`config.mk`:
```
export PLATFORM = sky130hd
export DESIGN_NAME = sbce_ram
export DESIGN_NICKNAME = d
export VERILOG_FILES = /design/src/rtl/sbce_ram.sv
export SDC_FILE = /design/constraint.sdc
export NUM_CORES = 2
export LEC_CHECK = 0
export BUFFER_PORTS_ARGS = -buffer_cell sky130_fd_sc_hd__buf_4
export CAP_MARGIN = 15
export CORE_AREA = 2 2 396 300
export DETAILED_ROUTE_END_ITERATION = 6
export DIE_AREA = 0 0 398 302
export HOLD_SLACK_MARGIN = 0.06
export PLACE_DENSITY = 0.86
export SLEW_MARGIN = 5
export SYNTH_ARGS = -nofsm -noshare
export SYNTH_HDL_FRONTEND = slang
export SYNTH_SLANG_ARGS = --single-unit
```
`constraint.sdc`:
```
create_clock -name clk -period 5.21 [get_ports clk]
set_input_delay 0.521 -clock clk [delete_from_list [all_inputs] [get_ports clk]]
set_output_delay 0.521 -clock clk [all_outputs]
set_load 0.05 [all_outputs]
```
`src/rtl/sbce_ram.sv`:
```
`timescale 1ns / 1ps
// Generic single-port RAM with registered read.
// No dependencies.
module sbce_ram #(
    parameter int WIDTH = 8,
    parameter int DEPTH = 256
) (
    input  logic                     clk,
    input  logic                     we,
    input  logic [$clog2(DEPTH)-1:0] addr,
    input  logic [WIDTH-1:0]         wdata,
    output logic [WIDTH-1:0]         rdata
);

    logic [WIDTH-1:0] mem [DEPTH];

    always_ff @(posedge clk)
    begin
        if (we)
        begin
            mem[addr] <= wdata;
        end
        rdata <= mem[addr];
    end

endmodule

```
==> metrics.txt <==
post-cts sizing count 0; Max VDD drop 0.000407 V; starting density of the core 67.3%; RSZ-0062 raised after global routing false; hold_buf cts 0; global-route met1 utilization between 40% and 50%; Die Y between 300 and 400 microns; clock latency on the worst-skew pair 0.82 ns; min-delay worst type in -> reg; final setup fails 0; maxcap violations 0; cell area after synthesis 0.0785 sq mm; Root Buffer clkbuf_16; Setup TNS 0 ns; WL/cell 38.1 microns; P_sw 0.00701 W; via count approximately 40000; switching part of the total 21.2%; total gr overflow 0; cell breakdown of the critical path buf_8, buf_12, buf_4, mux4_2, a22oi_1, a21oi_1, o41ai_1, buf_4, nand4_1; clock power share 39.8%; GR Util met2 a little over half; Internal 0.0260 W; P_leak 26.3 nW; first-pass GRT wire length 294 mm; maximum number of pins on one net before global-route repair 154; Syn. warnings 0; fin crit period 3.61 ns; TritonCTS Sinks 2056; status finished, violations left; hold depth 1; WP data required about 5.9 ns; layout cells sized above 1 around a quarter; CP max stage cell o41ai_1; most frequent cells in the layout 2048 x edfxtp_1, 512 x mux4_2, 256 x a22oi_1, 231 x nor2_1, 188 x clkbuf_16; post-synth cell types 22; CP dominant cell by count buf_4; PwrDens 381 mW/mm^2; vias in the first global route 40400; Core Footprint 0.117 sq mm; GP Congestion 0.884; Logic pwr share 4.8%; die width 398 microns; Worst Max-Slew Pin Slew about 1.2 ns; I/O pin count 26; f_max 277 MHz; Clock Skew 0.0418 ns; crit path max fanout 67; synthesized area per cell between 20 and 25 sq um; xor/xnor cell area share of the yosys netlist 0%; post-route antenna net violation count 0; P&R area growth vs syn 10.3%; Die ar. roughly 0.12 sq mm; met3 usage 9.88%; port bufs 25; Final nets 3671; WL final ~200 mm; Yosys reg bits 2056; Tcrit/Tclk final 69.4%; DRC viols 3; Vias/cell 7.54; clock-pin slew on the worst setup and hold paths 0.06 ns; post-synthesis mux area share 14.7%; failing checks design-rule violations; Hold Vio Cnt, Final 0; sequential share of the synthesized area 78.6%; CTS Buf Count 179; Synth Area in Compound Gates 3.62%; Global Route Usage Sum 34.9%; synthesized net count 3565; detailed placement HPWL 111 mm; Flop pwr share around 55%; critical path's largest stage delay 0.97 ns; Initial DRC Count 7203; global routing's busiest layer met2; postcts setup bufs 0; CTS tree built; max-slew violations 0; critical path type in -> reg; dpl cell area 0.0809 sq mm; slew margin rel. approximately a fifth; Arr. time, crit path between 4 and 5 ns; crit path capture type flop; commonest non-fill, non-tap cell in the layout edfxtp_1; main combinational cell family by area after synthesis multiplexers; Cells after Synth 3547; clk buf depth 3; worst r2r path cells 6; initial antenna violation count 7; row count 109; area share of and/or/nand/nor cells after synthesis under 10%; Non-Filler Cell Area, Final between 0.08 and 0.09 sq mm; First-pass DRT Iterations 7; H-tree Lvls 4; CP startpoint kind primary input; adder-cell share of the synthesized area 0%
## cell families (layout without fill, tap and decap cells)
| kind of cell | count (synthesis) | after routing |
|---|---|---|
| compound gates | 416 | 416 |
| flops | 2056 | 2056 |
| mux | 512 | 512 |
| other cells | 0 | 2 |
| simple gates | 330 | 330 |
| buf+inv | 233 | 482 |
## cell usage after synthesis
master / n / area share [%]
nand2_1: 28 / 0.13
buf_2: 36 / 0.23
nor2b_1: 7 / 0.056
and2_1: 3 / 0.024
a21oi_1: 128 / 0.82
nand3_1: 13 / 0.083
or2_2: 2 / 0.016
buf_6: 16 / 0.23
inv_1: 1 / 0.0048
nor3_1: 30 / 0.19
o41ai_1: 32 / 0.36
mux4_2: 512 / 15
or3_1: 1 / 0.0080
edfxtp_1: 2048 / 78
buf_1: 19 / 0.091
buf_4: 16 / 0.15
dfxtp_1: 8 / 0.20
nand4_1: 8 / 0.064
clkbuf_1: 145 / 0.69
a22oi_1: 256 / 2.4
nand2b_1: 6 / 0.048
nor2_1: 232 / 1.1
## routing by layer
layer	part of all wire [%]	vias to the layer above
li1	-	15300
met1	33	20600
met2	47	3872
met3	15	631
met4	4.8	8
met5	0.032	-
## worst paths after layout
path | startpoint | endpoint | slack [ns]
setup / recovery | addr[0] | rdata[1] | 1.60
hold / removal | wdata[5] | mem[219][5] | 0.38
setup reg to reg | mem[226][1] | rdata[1] | 2.34
hold reg to reg | mem[114][0] | rdata[0] | 1.02
## metrics by stage
stage | cells | util (%) | hold WS (ns) | power (W) | setup WS (ns)
after floorplan | 3547 | - | 0.620 | 0.0194 | 2.47
final | 5352 | 74.2 | 0.384 | 0.0330 | 1.60
after detailed placement | 5021 | 69.4 | 0.947 | 0.0201 | 0.997
after CTS | 5345 | 74.2 | 0.348 | 0.0329 | 1.73
after global placement | 5019 | 69.3 | 0.916 | 0.0201 | 0.971
after global routing | 5351 | 74.2 | 0.428 | 0.0336 | 1.58
## worst max-delay path, delay by kind of cell
| kind | cells | cell delay [ns] |
|---|---|---|
| AOI/OAI and AO/OA | 3 | 1.40 |
| and+or+nand+nor | 1 | 0.11 |
| buffers and inverters | 4 | 1.57 |
| muxes | 1 | 0.58 |
## layout make-up
type | instances | area, sq um
Sequential cell | 2056 | 61700
Fill cell | 5729 | 30000
Multi-Input combinational cell | 1258 | 15800
Clock buffer | 228 | 4850
Tap cell | 1554 | 1940
Timing Repair Buffer | 157 | 1530
Clock inverter | 96 | 782
Antenna cell | 2 | 5.00
Inverter | 1 | 3.75
## sequential cells by signal, summed over array words and instances, names as in the netlist
register / flops
rdata: 8
mem: 2048
## power groups by stage
stage	clock network, W	logic, W	registers (W)
2_1_floorplan	0	0.000810	0.0186
3_3_place_gp	0	0.00146	0.0186
3_5_place_dp	0	0.00152	0.0186
4_1_cts	0.0131	0.00155	0.0183
5_1_grt	0.0137	0.00164	0.0183
6_report	0.0131	0.00159	0.0183
Power figures use the tool's default switching activity.
