<file path="config.mk">
export PLATFORM = sky130hd
export DESIGN_NAME = sbce_arith
export DESIGN_NICKNAME = d
export VERILOG_FILES = /design/src/rtl/sbce_pkg.sv /design/src/rtl/sbce_arith.sv
export SDC_FILE = /design/constraint.sdc
export NUM_CORES = 1
export LEC_CHECK = 0
export BUFFER_PORTS_ARGS = -buffer_cell sky130_fd_sc_hd__buf_2
export CAP_MARGIN = 20
export CORE_MARGIN = 1.5
export CORE_UTILIZATION = 50
export DETAILED_ROUTE_END_ITERATION = 10
export GPL_TIMING_DRIVEN = 0
export PLACE_DENSITY = 0.67
export SKIP_CTS_REPAIR_TIMING = 1
export SYNTH_ARGS = -nofsm -noshare
export SYNTH_HDL_FRONTEND = slang
export SYNTH_SLANG_ARGS = --single-unit
</file>
<file path="constraint.sdc">
create_clock -name clk -period 6.55 [get_ports clk]
set_clock_uncertainty 0.15 [all_clocks]
set_input_delay 1.6375 -clock clk [delete_from_list [all_inputs] [get_ports clk]]
set_output_delay 1.6375 -clock clk [all_outputs]
set_load 0.01 [all_outputs]
</file>
<file path="src/rtl/sbce_pkg.sv">
`timescale 1ns / 1ps
// Shared types and constants for the 16-bit execute block.
// No dependencies; used by sbce_arith and sixteen_bit_cpu_execute.
package sbce_pkg;

    localparam int DATA_BYTES_DEF = 65536;

    localparam logic [15:0] ERR_PC   = 16'hFFFF;
    localparam logic [15:0] BR_MASK  = 16'h01FF;
    localparam logic [15:0] J_MASK   = 16'hF000;
    localparam logic [15:0] HI_MASK  = 16'hFF00;
    localparam logic [15:0] LO_MASK  = 16'h00FF;
    localparam logic [15:0] PC_STEP  = 16'h0002;
    localparam logic [15:0] ONE      = 16'h0001;

    typedef enum logic [4:0] {
        OP_ADD  = 5'd0,
        OP_SUB  = 5'd1,
        OP_AND  = 5'd2,
        OP_NOR  = 5'd3,
        OP_DIV  = 5'd4,
        OP_MUL  = 5'd5,
        OP_MOD  = 5'd6,
        OP_EXP  = 5'd7,
        OP_LW   = 5'd8,
        OP_SW   = 5'd9,
        OP_LIZ  = 5'd10,
        OP_LIS  = 5'd11,
        OP_LUI  = 5'd12,
        OP_BP   = 5'd13,
        OP_BN   = 5'd14,
        OP_BX   = 5'd15,
        OP_BZ   = 5'd16,
        OP_JR   = 5'd17,
        OP_JALR = 5'd18,
        OP_J    = 5'd19,
        OP_HALT = 5'd20,
        OP_PUT  = 5'd21
    } op_t;

    typedef enum logic [1:0] {
        ST_OK    = 2'd0,
        ST_HALT  = 2'd1,
        ST_DIV0  = 2'd2,
        ST_ALIGN = 2'd3
    } status_t;

    typedef enum logic [3:0] {
        S_CLEAR,
        S_IDLE,
        S_RD_S,
        S_RD_T,
        S_RD_D,
        S_EXEC,
        S_UNIT,
        S_MEM_WAIT,
        S_DONE
    } seq_state_t;

    typedef enum logic [1:0] {
        AK_DIV,
        AK_MOD,
        AK_MUL,
        AK_EXP
    } arith_kind_t;

    typedef struct packed {
        logic        start;
        arith_kind_t kind;
    } arith_req_t;

    typedef enum logic [2:0] {
        U_IDLE,
        U_DIV,
        U_EXP_MUL,
        U_EXP_SQ,
        U_DONE
    } unit_state_t;

endpackage

</file>
<file path="src/rtl/sbce_arith.sv">
`timescale 1ns / 1ps
// Iterative arithmetic unit: signed div/mod (one quotient bit per cycle),
// mul and exp on one shared 16x16 multiplier. Depends on sbce_pkg.
module sbce_arith (
    input  logic                  clk,
    input  logic                  rst_n,
    input  sbce_pkg::arith_req_t  req,
    input  logic [15:0]           a,
    input  logic [15:0]           b,
    output logic                  done,
    output logic [15:0]           result
);

    sbce_pkg::unit_state_t state_reg, state_next;
    sbce_pkg::arith_kind_t kind_reg, kind_next;
    logic [15:0] rem_reg, rem_next;
    logic [15:0] quo_reg, quo_next;
    logic [15:0] dvs_reg, dvs_next;
    logic [3:0]  cnt_reg, cnt_next;
    logic        neg_q_reg, neg_q_next;
    logic        neg_r_reg, neg_r_next;
    logic [15:0] acc_reg, acc_next;
    logic [15:0] sq_reg, sq_next;
    logic [14:0] k_reg, k_next;

    logic [16:0] shifted;
    logic [16:0] diff;
    logic [15:0] mul_x;
    logic [31:0] prod;
    logic [15:0] exp_special;

    assign shifted = {rem_reg, quo_reg[15]};
    assign diff    = shifted - {1'b0, dvs_reg};
    assign mul_x   = (state_reg == sbce_pkg::U_EXP_SQ) ? sq_reg : acc_reg;
    assign prod    = mul_x * sq_reg;

    // negative exponent: only bases +1 and -1 survive
    always_comb
    begin
        if (a == sbce_pkg::ONE)
        begin
            exp_special = sbce_pkg::ONE;
        end
        else if (a == 16'hFFFF)
        begin
            exp_special = b[0] ? 16'hFFFF : sbce_pkg::ONE;
        end
        else
        begin
            exp_special = 16'h0000;
        end
    end

    always_comb
    begin
        state_next = state_reg;
        case (state_reg)
            sbce_pkg::U_IDLE:
            begin
                if (req.start)
                begin
                    case (req.kind)
                        sbce_pkg::AK_DIV, sbce_pkg::AK_MOD: state_next = sbce_pkg::U_DIV;
                        sbce_pkg::AK_MUL: state_next = sbce_pkg::U_EXP_MUL;
                        default:
                        begin
                            if (b[15] || (b[14:0] == 15'd0))
                            begin
                                state_next = sbce_pkg::U_DONE;
                            end
                            else
                            begin
                                state_next = sbce_pkg::U_EXP_MUL;
                            end
                        end
                    endcase
                end
            end
            sbce_pkg::U_DIV:
            begin
                if (cnt_reg == 4'd15)
                begin
                    state_next = sbce_pkg::U_DONE;
                end
            end
            sbce_pkg::U_EXP_MUL: state_next = sbce_pkg::U_EXP_SQ;
            sbce_pkg::U_EXP_SQ:
            begin
                if (k_reg[14:1] == 14'd0)
                begin
                    state_next = sbce_pkg::U_DONE;
                end
                else
                begin
                    state_next = sbce_pkg::U_EXP_MUL;
                end
            end
            sbce_pkg::U_DONE: state_next = sbce_pkg::U_IDLE;
            default: state_next = sbce_pkg::U_IDLE;
        endcase
    end

    always_comb
    begin
        kind_next  = kind_reg;
        rem_next   = rem_reg;
        quo_next   = quo_reg;
        dvs_next   = dvs_reg;
        cnt_next   = cnt_reg;
        neg_q_next = neg_q_reg;
        neg_r_next = neg_r_reg;
        acc_next   = acc_reg;
        sq_next    = sq_reg;
        k_next     = k_reg;
        case (state_reg)
            sbce_pkg::U_IDLE:
            begin
                if (req.start)
                begin
                    kind_next  = req.kind;
                    rem_next   = 16'h0000;
                    quo_next   = a[15] ? (16'h0000 - a) : a;
                    dvs_next   = b[15] ? (16'h0000 - b) : b;
                    cnt_next   = 4'd0;
                    neg_q_next = a[15] ^ b[15];
                    neg_r_next = a[15];
                    case (req.kind)
                        sbce_pkg::AK_MUL:
                        begin
                            acc_next = a;
                            sq_next  = b;
                            k_next   = 15'd1;
                        end
                        sbce_pkg::AK_EXP:
                        begin
                            acc_next = b[15] ? exp_special : sbce_pkg::ONE;
                            sq_next  = a;
                            k_next   = b[14:0];
                        end
                        default:
                        begin
                            acc_next = acc_reg;
                        end
                    endcase
                end
            end
            sbce_pkg::U_DIV:
            begin
                if (!diff[16])
                begin
                    rem_next = diff[15:0];
                    quo_next = {quo_reg[14:0], 1'b1};
                end
                else
                begin
                    rem_next = shifted[15:0];
                    quo_next = {quo_reg[14:0], 1'b0};
                end
                cnt_next = cnt_reg + 4'd1;
            end
            sbce_pkg::U_EXP_MUL:
            begin
                if (k_reg[0])
                begin
                    acc_next = prod[15:0];
                end
            end
            sbce_pkg::U_EXP_SQ:
            begin
                sq_next = prod[15:0];
                k_next  = {1'b0, k_reg[14:1]};
            end
            default:
            begin
                cnt_next = cnt_reg;
            end
        endcase
    end

    always_comb
    begin
        done = (state_reg == sbce_pkg::U_DONE);
        case (kind_reg)
            sbce_pkg::AK_DIV: result = neg_q_reg ? (16'h0000 - quo_reg) : quo_reg;
            sbce_pkg::AK_MOD: result = neg_r_reg ? (16'h0000 - rem_reg) : rem_reg;
            default:          result = acc_reg;
        endcase
    end

    always_ff @(posedge clk or negedge rst_n)
    begin
        if (!rst_n)
        begin
            state_reg <= sbce_pkg::U_IDLE;
        end
        else
        begin
            state_reg <= state_next;
        end
    end

    always_ff @(posedge clk)
    begin
        kind_reg  <= kind_next;
        rem_reg   <= rem_next;
        quo_reg   <= quo_next;
        dvs_reg   <= dvs_next;
        cnt_reg   <= cnt_next;
        neg_q_reg <= neg_q_next;
        neg_r_reg <= neg_r_next;
        acc_reg   <= acc_next;
        sq_reg    <= sq_next;
        k_reg     <= k_next;
    end

endmodule

</file>
==> flow_summary.json <==
{
  "outcome": "complete, no violations",
  "die_h_um": 151,
  "drc": 0,
  "yosysUniqueCellTypes": 56,
  "netlist_instances": 1244,
  "fin_crit_ps": 6360,
  "synth_mux_area_frac": 0.0234,
  "grt_use_total": 0.275,
  "synth_top_area_share": 0.282,
  "layout-drive-gt1-share": 0.0929,
  "cp.required_ps": 6590,
  "clock_latency_ps": 350,
  "holdWs_ps": 400,
  "ios": 54,
  "antenna_found_initial": 0,
  "hold_path_class": "flop to flop",
  "max_cap_violations": 0,
  "dp_hpwl_mm": 24.2,
  "insertedDiodeCount": 0,
  "first_pass_iters": 5,
  "synth_top_family_by_area": "adder cells",
  "initial_core_util": 0.506,
  "drt_wl_total_mm": 30.4,
  "synth_top_area_cell": "edfxtp_1",
  "async_flop_share": 0.0283,
  "placementRows": 54,
  "cp-end-kind": "flop",
  "htree_levels": 3,
  "cts_buffer_depth": 2,
  "vias_per_cell": 5.62,
  "layout.nets": 1509,
  "max_slew_margin": 0.563,
  "die_area_um2": 22900,
  "synth_seq_cells": 106,
  "slowest_stage": "fa_1",
  "cpMostUsedCell": "fa_1",
  "io_buffers": 47,
  "grt_pass1_wl_mm": 47.1,
  "synthXorXnorAreaFrac": 0.0900,
  "grt-ovfl-total": 0,
  "cts_buffers": 9,
  "worst_pin_slew_ps": 656,
  "startpoint_type": "flop",
  "crit_type": "flop to flop",
  "synth_edf_count": 103,
  "vias": 9015,
  "seq_area_frac_synth": 0.288,
  "ys_warn_count": 0,
  "coreArea_um2": 21700,
  "fmax_mhz": 157,
  "cts_tree": "done",
  "drt_iter0_drc": 747,
  "synth_area_per_cell_um2": 8.83,
  "cts.clk_slew.worst_paths_ps": 70,
  "synth_fa_ha_area_frac": 0.230,
  "arrival_ps": 6410,
  "cp_max_fo": 7,
  "synth_simple_gate_area_frac": 0.191,
  "grt_start_max_net_pins": 30,
  "syn2layout_area_growth_pct": 11.3,
  "fin_crit_sh": 0.971,
  "critPathMaxStageDelay_ps": 560,
  "finalSetupViolCount": 0,
  "drt-wirelength-per-cell_um": 18.9,
  "crit_chain": "nand3b_4 > buf_4 > mux2_4 > and2_1 > fa_1 > inv_1 > fa_1 > fa_1 > fa_1 > inv_1 > fa_1 > inv_1 > fa_1 > inv_1 > ha_4 > nand2_1 > o31a_1 > o21ai_2 > xor2_1 > buf_4 > nor2_1 > a31oi_1",
  "yosys-top-cells-area": "edfxtp_1 (28%), fa_1 (15%), ha_1 (8.2%)",
  "cts_root_buf": "clkbuf_16",
  "gp_congestion": 0.943,
  "drv_slew": 0,
  "syn-num-nets": 1434,
  "netlist_area_um2": 11000,
  "die_x_um": 151,
  "clkSinkCount": 106,
  "synth_compound_area_frac": 0.109,
  "ant_nets": 0,
  "grt_pass1_vias": 8688,
  "hold_viol": 0,
  "ys.flop_type": "edfxtp_1"
}
## placed cells by master, fill, tap and decap left out, types with 4 or more instances in the layout
cell type / instances
nand2_1: 207
inv_1: 139
edfxtp_1: 103
fa_1: 80
nor2_1: 71
ha_1: 69
xnor2_1: 67
o21ai_0: 66
and2_1: 61
a21oi_1: 59
buf_2: 49
clkbuf_1: 45
xor2_1: 42
nand3_1: 22
o31ai_1: 18
buf_4: 17
mux2i_1: 16
nor2b_1: 14
nand2b_1: 14
a31oi_1: 11
and3_1: 10
a211oi_1: 9
clkbuf_16: 9
a21o_1: 8
nor3_1: 7
o21a_1: 7
or3_1: 7
nor4_1: 6
or4_1: 5
nand4_1: 5
mux2_4: 5
o41ai_1: 4
buf_1: 4
o21ai_1: 4
and2b_1: 4
## synthesized netlist by cell type, types with 42 or more instances
master	count
nand2_1	208
inv_1	139
edfxtp_1	103
fa_1	81
ha_1	72
nor2_1	72
o21ai_0	70
xnor2_1	69
and2_1	61
a21oi_1	60
clkbuf_1	52
xor2_1	42
## worst paths after layout
check                        startpoint           end  cells past startpoint  slack (ps)
min in group asynchronous         rst_n  state_reg[0]                      1         920
max in group asynchronous         rst_n  state_reg[2]                      1        5210
setup reg to reg           state_reg[2]    sq_reg[14]                     22         190
hold / removal                 k_reg[4]      k_reg[3]                      2         400
hold reg to reg                k_reg[4]      k_reg[3]                      2         400
setup / recovery           state_reg[2]    sq_reg[14]                     22         190
## kinds of logic after synthesis
kind of cell,after synthesis
xor gates and xnor gates,112
buffers and inverters,199
muxes,23
AOI/OAI and AO/OA,204
adders and majority gates,153
DFF,106
and+or+nand+nor,447
## cell type report
| cell class | instances | area [um^2] |
|---|---|---|
| inverter | 139 | 522 |
| fill | 1993 | 9460 |
| sequential | 106 | 3170 |
| buffer | 58 | 251 |
| multi-input combinational | 939 | 7190 |
| timing repair buffer | 66 | 430 |
| tap | 280 | 350 |
| clock inverter | 6 | 90.1 |
| clock buffer | 10 | 229 |
## per-layer routing
layer	up-vias	global-route usage	share of wire
li1	4259	-	-
met1	4286	0.406	0.45
met2	415	0.412	0.43
met3	55	0.0461	0.091
met4	0	0.0835	0.025
met5	-	0	0
## critical path: cells and delay by family, from the launching register on
| kind | cells | cell delay (ps) |
|---|---|---|
| fa+ha+maj | 7 | 3330 |
| compound gates | 3 | 660 |
| buf+inv | 6 | 600 |
| simple gates | 4 | 530 |
| flops | 1 | 400 |
| mux | 1 | 340 |
| xor+xnor | 1 | 180 |
## through the flow
stage	util	instance area [um^2]	instances	setup WS (ps)	TNS, ps
detailed placement	0.538	11700	1575	-829	-3970
finish	0.564	12200	1604	189	0
global route	0.564	12200	1604	-80.1	-147
floorplan	-	11000	1244	342	0
global placement	0.533	11600	1571	-818	-3740
CTS	0.553	12000	1591	-877	-4510
Power is not shown: default switching activity piles up to over one toggle a cycle in this logic, so the estimate is an artifact.
